===== src/hw/rtl/aes_sbox_forward_macros.svh =====
// Assertion macros shared by the S-box RTL.
// Each macro takes a label, the clock, the active-low reset, and two expressions.
`ifndef AES_SBOX_FORWARD_MACROS_SVH
`define AES_SBOX_FORWARD_MACROS_SVH

// The consequent must hold in the same cycle as the antecedent.
`define ASF_ASSERT_SAME(label, clk, rst_n, ante, cons) \
	label: assert property (@(posedge clk) disable iff (!rst_n) (ante) |-> (cons)) \
		else $error("S-box pipeline check failed");

// The consequent must hold in the cycle after the antecedent.
`define ASF_ASSERT_NEXT(label, clk, rst_n, ante, cons) \
	label: assert property (@(posedge clk) disable iff (!rst_n) (ante) |=> (cons)) \
		else $error("S-box pipeline check failed");

`endif


===== src/hw/rtl/asf_pkg.sv =====
package asf_pkg;

	// Field width and the low byte of the reduction polynomial x^8+x^4+x^3+x+1.
	localparam int unsigned FIELD_W = 8;
	localparam logic [7:0] POLY_LOW = 8'h1B;
	localparam logic [8:0] POLY_FULL = 9'h11B;

	// Constant added after the affine matrix.
	localparam logic [7:0] AFFINE_C = 8'h63;

	// Squaring in GF(2^8) is linear: spread the bits, then reduce the high terms.
	function automatic logic [7:0] gf_sq(input logic [7:0] a);
		logic [14:0] w;
		w = '0;
		for (int i = 0; i < 8; i++) begin
			w[2*i] = a[i];
		end
		for (int k = 14; k >= 8; k--) begin
			if (w[k]) begin
				w[k -: 9] = w[k -: 9] ^ POLY_FULL;
			end
		end
		return w[7:0];
	endfunction

	// Four squarings in a row give the sixteenth power.
	function automatic logic [7:0] gf_pow16(input logic [7:0] a);
		return gf_sq(gf_sq(gf_sq(gf_sq(a))));
	endfunction

	// Circulant affine map with first row 1,0,0,0,1,1,1,1, then the constant.
	function automatic logic [7:0] gf_affine(input logic [7:0] x);
		logic [7:0] r1;
		logic [7:0] r2;
		logic [7:0] r3;
		logic [7:0] r4;
		r1 = {x[6:0], x[7]};
		r2 = {x[5:0], x[7:6]};
		r3 = {x[4:0], x[7:5]};
		r4 = {x[3:0], x[7:4]};
		return x ^ r1 ^ r2 ^ r3 ^ r4 ^ AFFINE_C;
	endfunction

endpackage


===== src/hw/rtl/asf_gf_mul.sv =====
// Combinational multiplier in GF(2^8), reduced by the AES polynomial.
module asf_gf_mul (
	input  logic [7:0] a,
	input  logic [7:0] b,
	output logic [7:0] p
);

	logic [7:0] acc;
	logic [7:0] sh;

	// Shift-and-add over the bits of b, reducing the shifted operand each step.
	always_comb begin
		acc = '0;
		sh = a;
		for (int k = 0; k < asf_pkg::FIELD_W; k++) begin
			if (b[k]) begin
				acc = acc ^ sh;
			end
			if (sh[7]) begin
				sh = {sh[6:0], 1'b0} ^ asf_pkg::POLY_LOW;
			end else begin
				sh = {sh[6:0], 1'b0};
			end
		end
	end

	assign p = acc;

endmodule


===== src/hw/rtl/aes_sbox_forward.sv =====
// AES forward S-box, one byte per transaction.
// Input channel: in_valid, in_byte, and in_stall driven by this block.
// Output channel: out_valid, out_byte, and out_stall driven by the receiver.
// A transaction takes place at a rising edge where valid is high and stall is low.
// The inverse is computed as x^254 over four register stages, each holding one
// field multiplier; the affine map follows the last multiplier in stage four.
// A byte moves through the registers of stages one to four in turn; out_valid is
// the stage-four valid bit, and a stall can hold a byte in any stage.
// Throughput is one byte per cycle while the receiver takes results.
// When out_stall is high, the result holds on out_byte and the stages behind
// it fill up; in_stall rises only once every stage holds a byte, and no byte
// is lost or repeated.
// Reset clears all valid bits; the pipeline then accepts input at once.
`include "aes_sbox_forward_macros.svh"

module aes_sbox_forward (
	input  logic       clk,
	input  logic       arst_n,
	input  logic       in_valid,
	output logic       in_stall,
	input  logic [7:0] in_byte,
	output logic       out_valid,
	input  logic       out_stall,
	output logic [7:0] out_byte
);

	logic valid_s1, valid_s2, valid_s3, valid_s4;
	logic ready_s1, ready_s2, ready_s3, ready_s4;

	logic [7:0] x2_s1, x3_s1;
	logic [7:0] x2_s2, x12_s2, x15_s2;
	logic [7:0] x2_s3, x252_s3;
	logic [7:0] out_s4;

	logic [7:0] x2_c, x3_c, x12_c, x15_c, x240_c, x252_c, x254_c;

	// A stage may load when it is empty or when its content moves on.
	assign ready_s4 = !valid_s4 || !out_stall;
	assign ready_s3 = !valid_s3 || ready_s4;
	assign ready_s2 = !valid_s2 || ready_s3;
	assign ready_s1 = !valid_s1 || ready_s2;
	assign in_stall = !ready_s1;

	// Stage one: x^2 and x^3.
	assign x2_c = asf_pkg::gf_sq(in_byte);
	asf_gf_mul u_mul1 (.a(x2_c), .b(in_byte), .p(x3_c));

	// Stage two: x^12 from x^3, then x^15.
	assign x12_c = asf_pkg::gf_sq(asf_pkg::gf_sq(x3_s1));
	asf_gf_mul u_mul2 (.a(x12_c), .b(x3_s1), .p(x15_c));

	// Stage three: x^240 from x^15, then x^252.
	assign x240_c = asf_pkg::gf_pow16(x15_s2);
	asf_gf_mul u_mul3 (.a(x240_c), .b(x12_s2), .p(x252_c));

	// Stage four: x^254 is the inverse, with zero mapping to zero.
	asf_gf_mul u_mul4 (.a(x252_s3), .b(x2_s3), .p(x254_c));

	// Valid bits travel with the data.
	always_ff @(posedge clk or negedge arst_n) begin
		if (!arst_n) begin
			valid_s1 <= 1'b0;
			valid_s2 <= 1'b0;
			valid_s3 <= 1'b0;
			valid_s4 <= 1'b0;
		end else begin
			if (ready_s1) valid_s1 <= in_valid;
			if (ready_s2) valid_s2 <= valid_s1;
			if (ready_s3) valid_s3 <= valid_s2;
			if (ready_s4) valid_s4 <= valid_s3;
		end
	end

	// Payload registers load only when a byte moves into the stage.
	always_ff @(posedge clk) begin
		if (ready_s1 && in_valid) begin
			x2_s1 <= x2_c;
			x3_s1 <= x3_c;
		end
		if (ready_s2 && valid_s1) begin
			x2_s2  <= x2_s1;
			x12_s2 <= x12_c;
			x15_s2 <= x15_c;
		end
		if (ready_s3 && valid_s2) begin
			x2_s3   <= x2_s2;
			x252_s3 <= x252_c;
		end
		if (ready_s4 && valid_s3) begin
			out_s4 <= asf_pkg::gf_affine(x254_c);
		end
	end

	assign out_valid = valid_s4;
	assign out_byte  = out_s4;

	// An accepted input transaction always lands in stage one.
	`ASF_ASSERT_NEXT(a_in_lands, clk, arst_n, in_valid && !in_stall, valid_s1)
	// An empty output stage always takes a waiting stage-three byte.
	`ASF_ASSERT_NEXT(a_s3_moves, clk, arst_n, valid_s3 && !valid_s4, out_valid)
	// A taken result with nothing behind it leaves the output empty.
	`ASF_ASSERT_NEXT(a_no_repeat, clk, arst_n, out_valid && !out_stall && !valid_s3,
		!out_valid)
	// Input is stalled only when every stage is occupied.
	`ASF_ASSERT_SAME(a_stall_full, clk, arst_n, in_stall,
		valid_s1 && valid_s2 && valid_s3 && valid_s4 && out_stall)

endmodule

===== config.mk =====
export PLATFORM = sky130hd
export DESIGN_NAME = aes_sbox_forward
export DESIGN_NICKNAME = d
export VERILOG_FILES = /design/src/hw/rtl/asf_pkg.sv /design/src/hw/rtl/asf_gf_mul.sv /design/src/hw/rtl/aes_sbox_forward.sv
export VERILOG_INCLUDE_DIRS = /design/src /design/src/hw/rtl
export SDC_FILE = /design/constraint.sdc
export NUM_CORES = 1
export LEC_CHECK = 0
export BUFFER_PORTS_ARGS = -buffer_cell sky130_fd_sc_hd__buf_2
export CAP_MARGIN = 10
export CORE_MARGIN = 1.5
export CORE_UTILIZATION = 40
export CTS_BUF_LIST = sky130_fd_sc_hd__clkbuf_4
export CTS_CLUSTER_DIAMETER = 40
export DETAILED_ROUTE_END_ITERATION = 7
export PLACE_DENSITY_LB_ADDON = 0.1
export SLEW_MARGIN = 25
export SYNTH_ARGS = -nofsm -noshare
export SYNTH_HDL_FRONTEND = slang
export SYNTH_SLANG_ARGS = --single-unit

===== constraint.sdc =====
create_clock -name clk -period 3.54 [get_ports clk]
set_input_delay 0.354 -clock clk [delete_from_list [all_inputs] [get_ports clk]]
set_output_delay 0.354 -clock clk [all_outputs]
set_load 0.02 [all_outputs]

# Word-level counts from Yosys, hierarchy flattened
# Index checks and enable logic that the tools add are counted.
[word_totals]
out_inout_bits = 10
latch_bits = 0
inputBits = 12
ram_bits = 0
regBits = 68
romBits = 0
memories = 0
[classes]
addsub = 0
div_mod_pow = 0
n_bitwise = 110
eq_ne = 0
n_reduce_logical = 14
mux = 109
n_shift = 0
n_mul = 0
magnitude_cmp = 0
[ops]
columns = ["op", "n"]
rows = [
  ["$mux 5", 77],
  ["$not 4->4", 78],
  ["$mux 8", 32],
  ["$xor 8x8->8", 32],
  ["$logic_not 1->1", 6],
  ["$logic_and 1x1->1", 4],
  ["$logic_or 1x1->1", 4],
]

# Longest topological paths before layout
[depth]
word_depth = 72
depth_mapped = 11
mapped_depth_nobuf = 9

# Hierarchy
# A second synthesis with hierarchy kept.
[unflattened]
hier_cells = 814
area_unflattened_um2 = 7951.4
[by_module_without_submodules]
columns = ["mod", "area_per_inst_um2", "cells_per_inst", "n_inst"]
rows = [
  ["asf_gf_mul", 1331.3, 169, 4],
  ["aes_sbox_forward", 2626.3, 138, 1],
]

# Least setup slack after synthesis
# OpenSTA, ideal clock, no wires.
[synth_path]
kind = "input-to-reg"
from = "input port in_byte[4]"
to = "register x3_s1[4] (data pin)"
arrival_ps = 2810
setup_time_ps = 265
setup_slack_ps = 464
t_required_ps = 3275
path_stages = 11
path_cell_list = "clkbuf_1 > xnor2_1 > ha_1 > clkbuf_1 > xor2_1 > xnor2_1 > inv_1 > mux2i_1 > a211o_1 > a221oi_1 > xnor2_1"
[synth_between]
elab_chain_len = 22
elab_cells_between_ends = 35
cone_classes = "mux: 19; bitwise: 16"
[synth_lines]
columns = ["element", "line_no", "source"]
rows = [
  ["from (decl)", "aes_sbox_forward.sv:21", "input logic [7:0] in_byte,"],
  ["$mux 5", "asf_pkg.sv:19", "if (w[k]) begin"],
  ["$not 4->4 (no line)", "--", ""],
  ["$mux 5", "asf_pkg.sv:19", ""],
  ["$not 4->4 (no line)", "--", ""],
  ["$mux 5 (2 in series)", "asf_pkg.sv:19", ""],
  ["$not 4->4 (no line)", "--", ""],
  ["$mux 5", "asf_gf_mul.sv:19", "if (sh[7]) begin"],
  ["$xor 8x8->8", "asf_gf_mul.sv:17", "acc = acc ^ sh;"],
  ["[6 not listed]", "--", ""],
  ["$mux 8", "asf_gf_mul.sv:16", "if (b[k]) begin"],
  ["$xor 8x8->8", "asf_gf_mul.sv:17", ""],
  ["$mux 8", "asf_gf_mul.sv:16", ""],
  ["$xor 8x8->8", "asf_gf_mul.sv:17", ""],
  ["$mux 8", "asf_gf_mul.sv:16", ""],
  ["$xor 8x8->8", "asf_gf_mul.sv:17", ""],
  ["$mux 8 (*)", "asf_gf_mul.sv:16", ""],
  ["via u_mul1.p[4]", "asf_gf_mul.sv:5", "output logic [7:0] p"],
  ["to (signal assigned)", "aes_sbox_forward.sv:78", "x3_s1 <= x3_c;"],
  ["to (decl)", "aes_sbox_forward.sv:30", "logic [7:0] x2_s1, x3_s1;"],
]
# The timed path passes the listed nets; every way through them passes the cells marked *.
# A chain may end at the register's enable or synchronous reset.

# Worst setup path in the final report
[layout_path]
from = "register x252_s3[6]"
to = "register out_s4[0], in the netlist out_byte[0] (data pin)"
[layout_between]
elab_chain_len = 19
elab_cells_between_ends = 31
cone_classes = "mux: 14; bitwise: 17"
[layout_lines]
columns = ["element", "line_no", "source"]
rows = [
  ["from (decl)", "aes_sbox_forward.sv:32", "logic [7:0] x2_s3, x252_s3;"],
  ["from (signal assigned)", "aes_sbox_forward.sv:87", "x252_s3 <= x252_c;"],
  ["$xor 8x8->8 / $mux 8 (equally long branches)", "asf_gf_mul.sv:17, asf_gf_mul.sv:16", ""],
  ["$mux 8 / $xor 8x8->8 (equally long branches)", "asf_gf_mul.sv:16, asf_gf_mul.sv:17", ""],
  ["$xor 8x8->8 / $mux 8 (equally long branches)", "asf_gf_mul.sv:17, asf_gf_mul.sv:16", ""],
  ["$mux 8 / $xor 8x8->8 (equally long branches)", "asf_gf_mul.sv:16, asf_gf_mul.sv:17", ""],
  ["$xor 8x8->8 / $mux 8 (equally long branches)", "asf_gf_mul.sv:17, asf_gf_mul.sv:16", ""],
  ["$mux 8 / $xor 8x8->8 (equally long branches)", "asf_gf_mul.sv:16, asf_gf_mul.sv:17", ""],
  ["$xor 8x8->8 / $mux 8 (equally long branches)", "asf_gf_mul.sv:17, asf_gf_mul.sv:16", ""],
  ["$mux 8 / $xor 8x8->8 (equally long branches)", "asf_gf_mul.sv:16, asf_gf_mul.sv:17", ""],
  ["[2 not listed]", "--", ""],
  ["$xor 8x8->8 / $mux 8 (equally long branches)", "asf_gf_mul.sv:17, asf_gf_mul.sv:16", ""],
  ["$mux 8 / $xor 8x8->8 (equally long branches)", "asf_gf_mul.sv:16, asf_gf_mul.sv:17", ""],
  ["$xor 8x8->8 / $mux 8 (equally long branches)", "asf_gf_mul.sv:17, asf_gf_mul.sv:16", ""],
  ["$mux 8 (*)", "asf_gf_mul.sv:16", ""],
  ["$xor 8x8->8 / $mux 8 (equally long branches)", "asf_pkg.sv:41, asf_gf_mul.sv:16", ""],
  ["$xor 8x8->8 (2 in series)", "asf_pkg.sv:41", "return x ^ r1 ^ r2 ^ r3 ^ r4 ^ AFFINE_C;"],
  ["$xor 8x8->8 (*)", "asf_pkg.sv:41", ""],
  ["$not 4->4 (no line) (*)", "--", ""],
  ["to (signal assigned)", "aes_sbox_forward.sv:90", "out_s4 <= asf_pkg::gf_affine(x254_c);"],
  ["to (decl)", "aes_sbox_forward.sv:33", "logic [7:0] out_s4;"],
]
# Every way passes the cells marked *; elsewhere a longest branch is shown, timed or not.

==> results.json <==
{
  "start_kind": "flip-flop",
  "gp_congestion": 0.822,
  "maxCapViolations": 0,
  "syn-cell-area_um2": 8410,
  "cts-root-buf": "clkbuf_4",
  "grt_pass1_vias": 6177,
  "gr-total-overflow": 0,
  "synthesis.nets": 1031,
  "synthFlopType": "edfxtp_1",
  "cp_num_buf_inv": 0,
  "crit_top_cell": "xor3_1",
  "place.port_buffers": 21,
  "synth-seq-cells": 68,
  "insertion_delay_ns": 0.44,
  "grt_pass1_wl_um": 32800,
  "critPathMaxStageDelay_ns": 0.75,
  "fillers": 2098,
  "slowest_stage": "edfxtp_1",
  "synth_edf_count": 64,
  "yosysUniqueCellTypes": 66,
  "synth.most_common_cell": "xnor2_1",
  "drtPass1Iterations": 6,
  "hp-class": "in -> reg",
  "die_area_um2": 21900,
  "hold_violations": 0,
  "async_flop_share_pct": 5.88,
  "crit_chain": "xor3_1, nand2_1, xor2_1, xnor3_1, xnor2_2, xnor3_2, xor3_1",
  "ios": 22,
  "maxSlewHeadroom_pct": 45.6,
  "synthTopCellsByCount": "xnor2_1 (192), nand2_1 (176), xor2_1 (69), clkbuf_1 (67), o21ai_0 (65)",
  "drt_iter0_drc": 455,
  "fmax_ghz": 0.317,
  "grt_setup_unrepaired": "no",
  "synth_warnings": 0,
  "final.period_utilization_pct": 89.2,
  "end_kind": "flip-flop",
  "setup_violations": 0,
  "drc": 0,
  "grt_max_degree": 37,
  "clock_sinks": 68,
  "num_rows": 52,
  "yosysSeqAreaShare_pct": 24.0,
  "vias": 6652,
  "required_ns": 3.74,
  "status": "completed",
  "synthTopCellsByArea": "edfxtp_1 (23%), xnor2_1 (20%), nand2_1 (7.9%), xor2_1 (7.2%), o21ai_0 (3.9%)",
  "synth_top_area_cell": "edfxtp_1",
  "hpwl_um": 14200,
  "setup_tns_ns": 0,
  "worstSetupPathType": "reg -> reg",
  "htree_levels": 3,
  "wire_per_inst_um": 15.7,
  "fin_crit_ns": 3.16,
  "nets": 1003,
  "antenna_found_initial": 1,
  "arrival_ns": 3.36,
  "initial_core_util_pct": 41.2,
  "ant_nets": 0,
  "die_y_um": 148,
  "tightest_slew_ns": 0.811,
  "crit_fanout": 14,
  "synth.avg_cell_area_um2": 8.26,
  "layout-drive-gt1-share_pct": 10.3,
  "slew_viol_final": 0,
  "grt_usage_pct": 18.5,
  "area_delta_synth_final_pct": 5.31,
  "cts_made_buffers": 9,
  "clockBufferDepth": 2,
  "die_w_um": 148,
  "cts_resized": 0,
  "core_area_um2": 20400,
  "path_clk_slew_ns": 0.14,
  "routed_via_density": 5.25,
  "critical_path.top_delay_family": "XOR/XNOR gates",
  "cts_tree": "done",
  "syn_inst": 1018,
  "clock-skew-final_ns": 0.0344,
  "netlist.area_leader.share_pct": 22.9,
  "finalWirelength_um": 19800,
  "dpl_cell_area_um2": 8690,
  "fin_area_um2": 8860
}
registers in the layout, summed over array words and instances, names as in the netlist, 8 cells and up:
| name | count |
|---|---|
| x2_s2 | 8 |
| x252_s3 | 8 |
| x2_s1 | 8 |
| x2_s3 | 8 |
| out_byte | 8 |
| x12_s2 | 8 |
| x15_s2 | 8 |
| x3_s1 | 8 |
cells in the final DEF, fill, tap and decap left out, types with 18 or more instances in the layout:
cell        n
buf_4      32
a22oi_1    18
edfxtp_1   64
nand3_1    24
nor2_1     37
xnor2_1   192
buf_2      21
a21oi_1    48
nand2_1   176
inv_1      23
xor2_1     69
o21ai_0    65
metrics by stage:
step,cells,setup WS (ns),utilization [%],hold slack (ns)
after floorplan,1018,0.464,-,0.0584
after global placement,1248,0.413,42.6,0.163
after detailed placement,1248,0.345,42.6,0.166
after CTS,1265,0.354,43.3,0.0589
after global routing,1266,0.219,43.3,0.0613
final,1266,0.381,43.3,0.102
final cells by class:
cell class                      instances  area, um2  area share (%)
Multi-Input combinational cell        830       5890            66.5
Sequential cell                        68       2020            22.8
Timing Repair Buffer                   54        355            4.01
Tap cell                              270        338            3.81
Inverter                               27        101            1.14
Clock inverter                          7       80.1           0.904
Clock buffer                            9       67.6           0.763
Antenna cell                            1       2.50          0.0283
cells by family after synthesis:
logic type / synth area share, %
adders and majority gates: 0.268
buffers and inverters: 5.94
and+or+nand+nor: 15.6
muxes: 2.72
DFF: 24.0
xor gates and xnor gates: 35.4
AOI/OAI and AO/OA: 16.0
final timing paths:
check | startpoint | end | slack (ns) | cells past startpoint
setup / recovery | x252_s3[6] | out_byte[0] | 0.38 | 7
hold / removal | in_valid | valid_s1 | 0.10 | 2
setup reg to reg | x252_s3[6] | out_byte[0] | 0.38 | 7
hold reg to reg | x2_s1[7] | x2_s2[7] | 0.42 | 0
max in group asynchronous | arst_n | out_valid | 3.18 | 2
min in group asynchronous | arst_n | valid_s3 | 0.24 | 2
what timing repair did:
| item | in CTS | in global routing |
|---|---|---|
| endpoints found under the hold margin | 4 | 0 |
| hold buffers | 1 | 0 |
| buffers inserted | 0 | 0 |
layer usage:
layer  global-route usage, %  vias up  wire length [um]
met4                    5.89        0               376
met5                       0        -                 0
met1                    26.0     3077              9630
met2                    30.0      144              9140
li1                        -     3405                 -
met3                    1.91       26               680
Power is not shown: default switching activity piles up to over one toggle a cycle in this logic, so the estimate is an artifact.
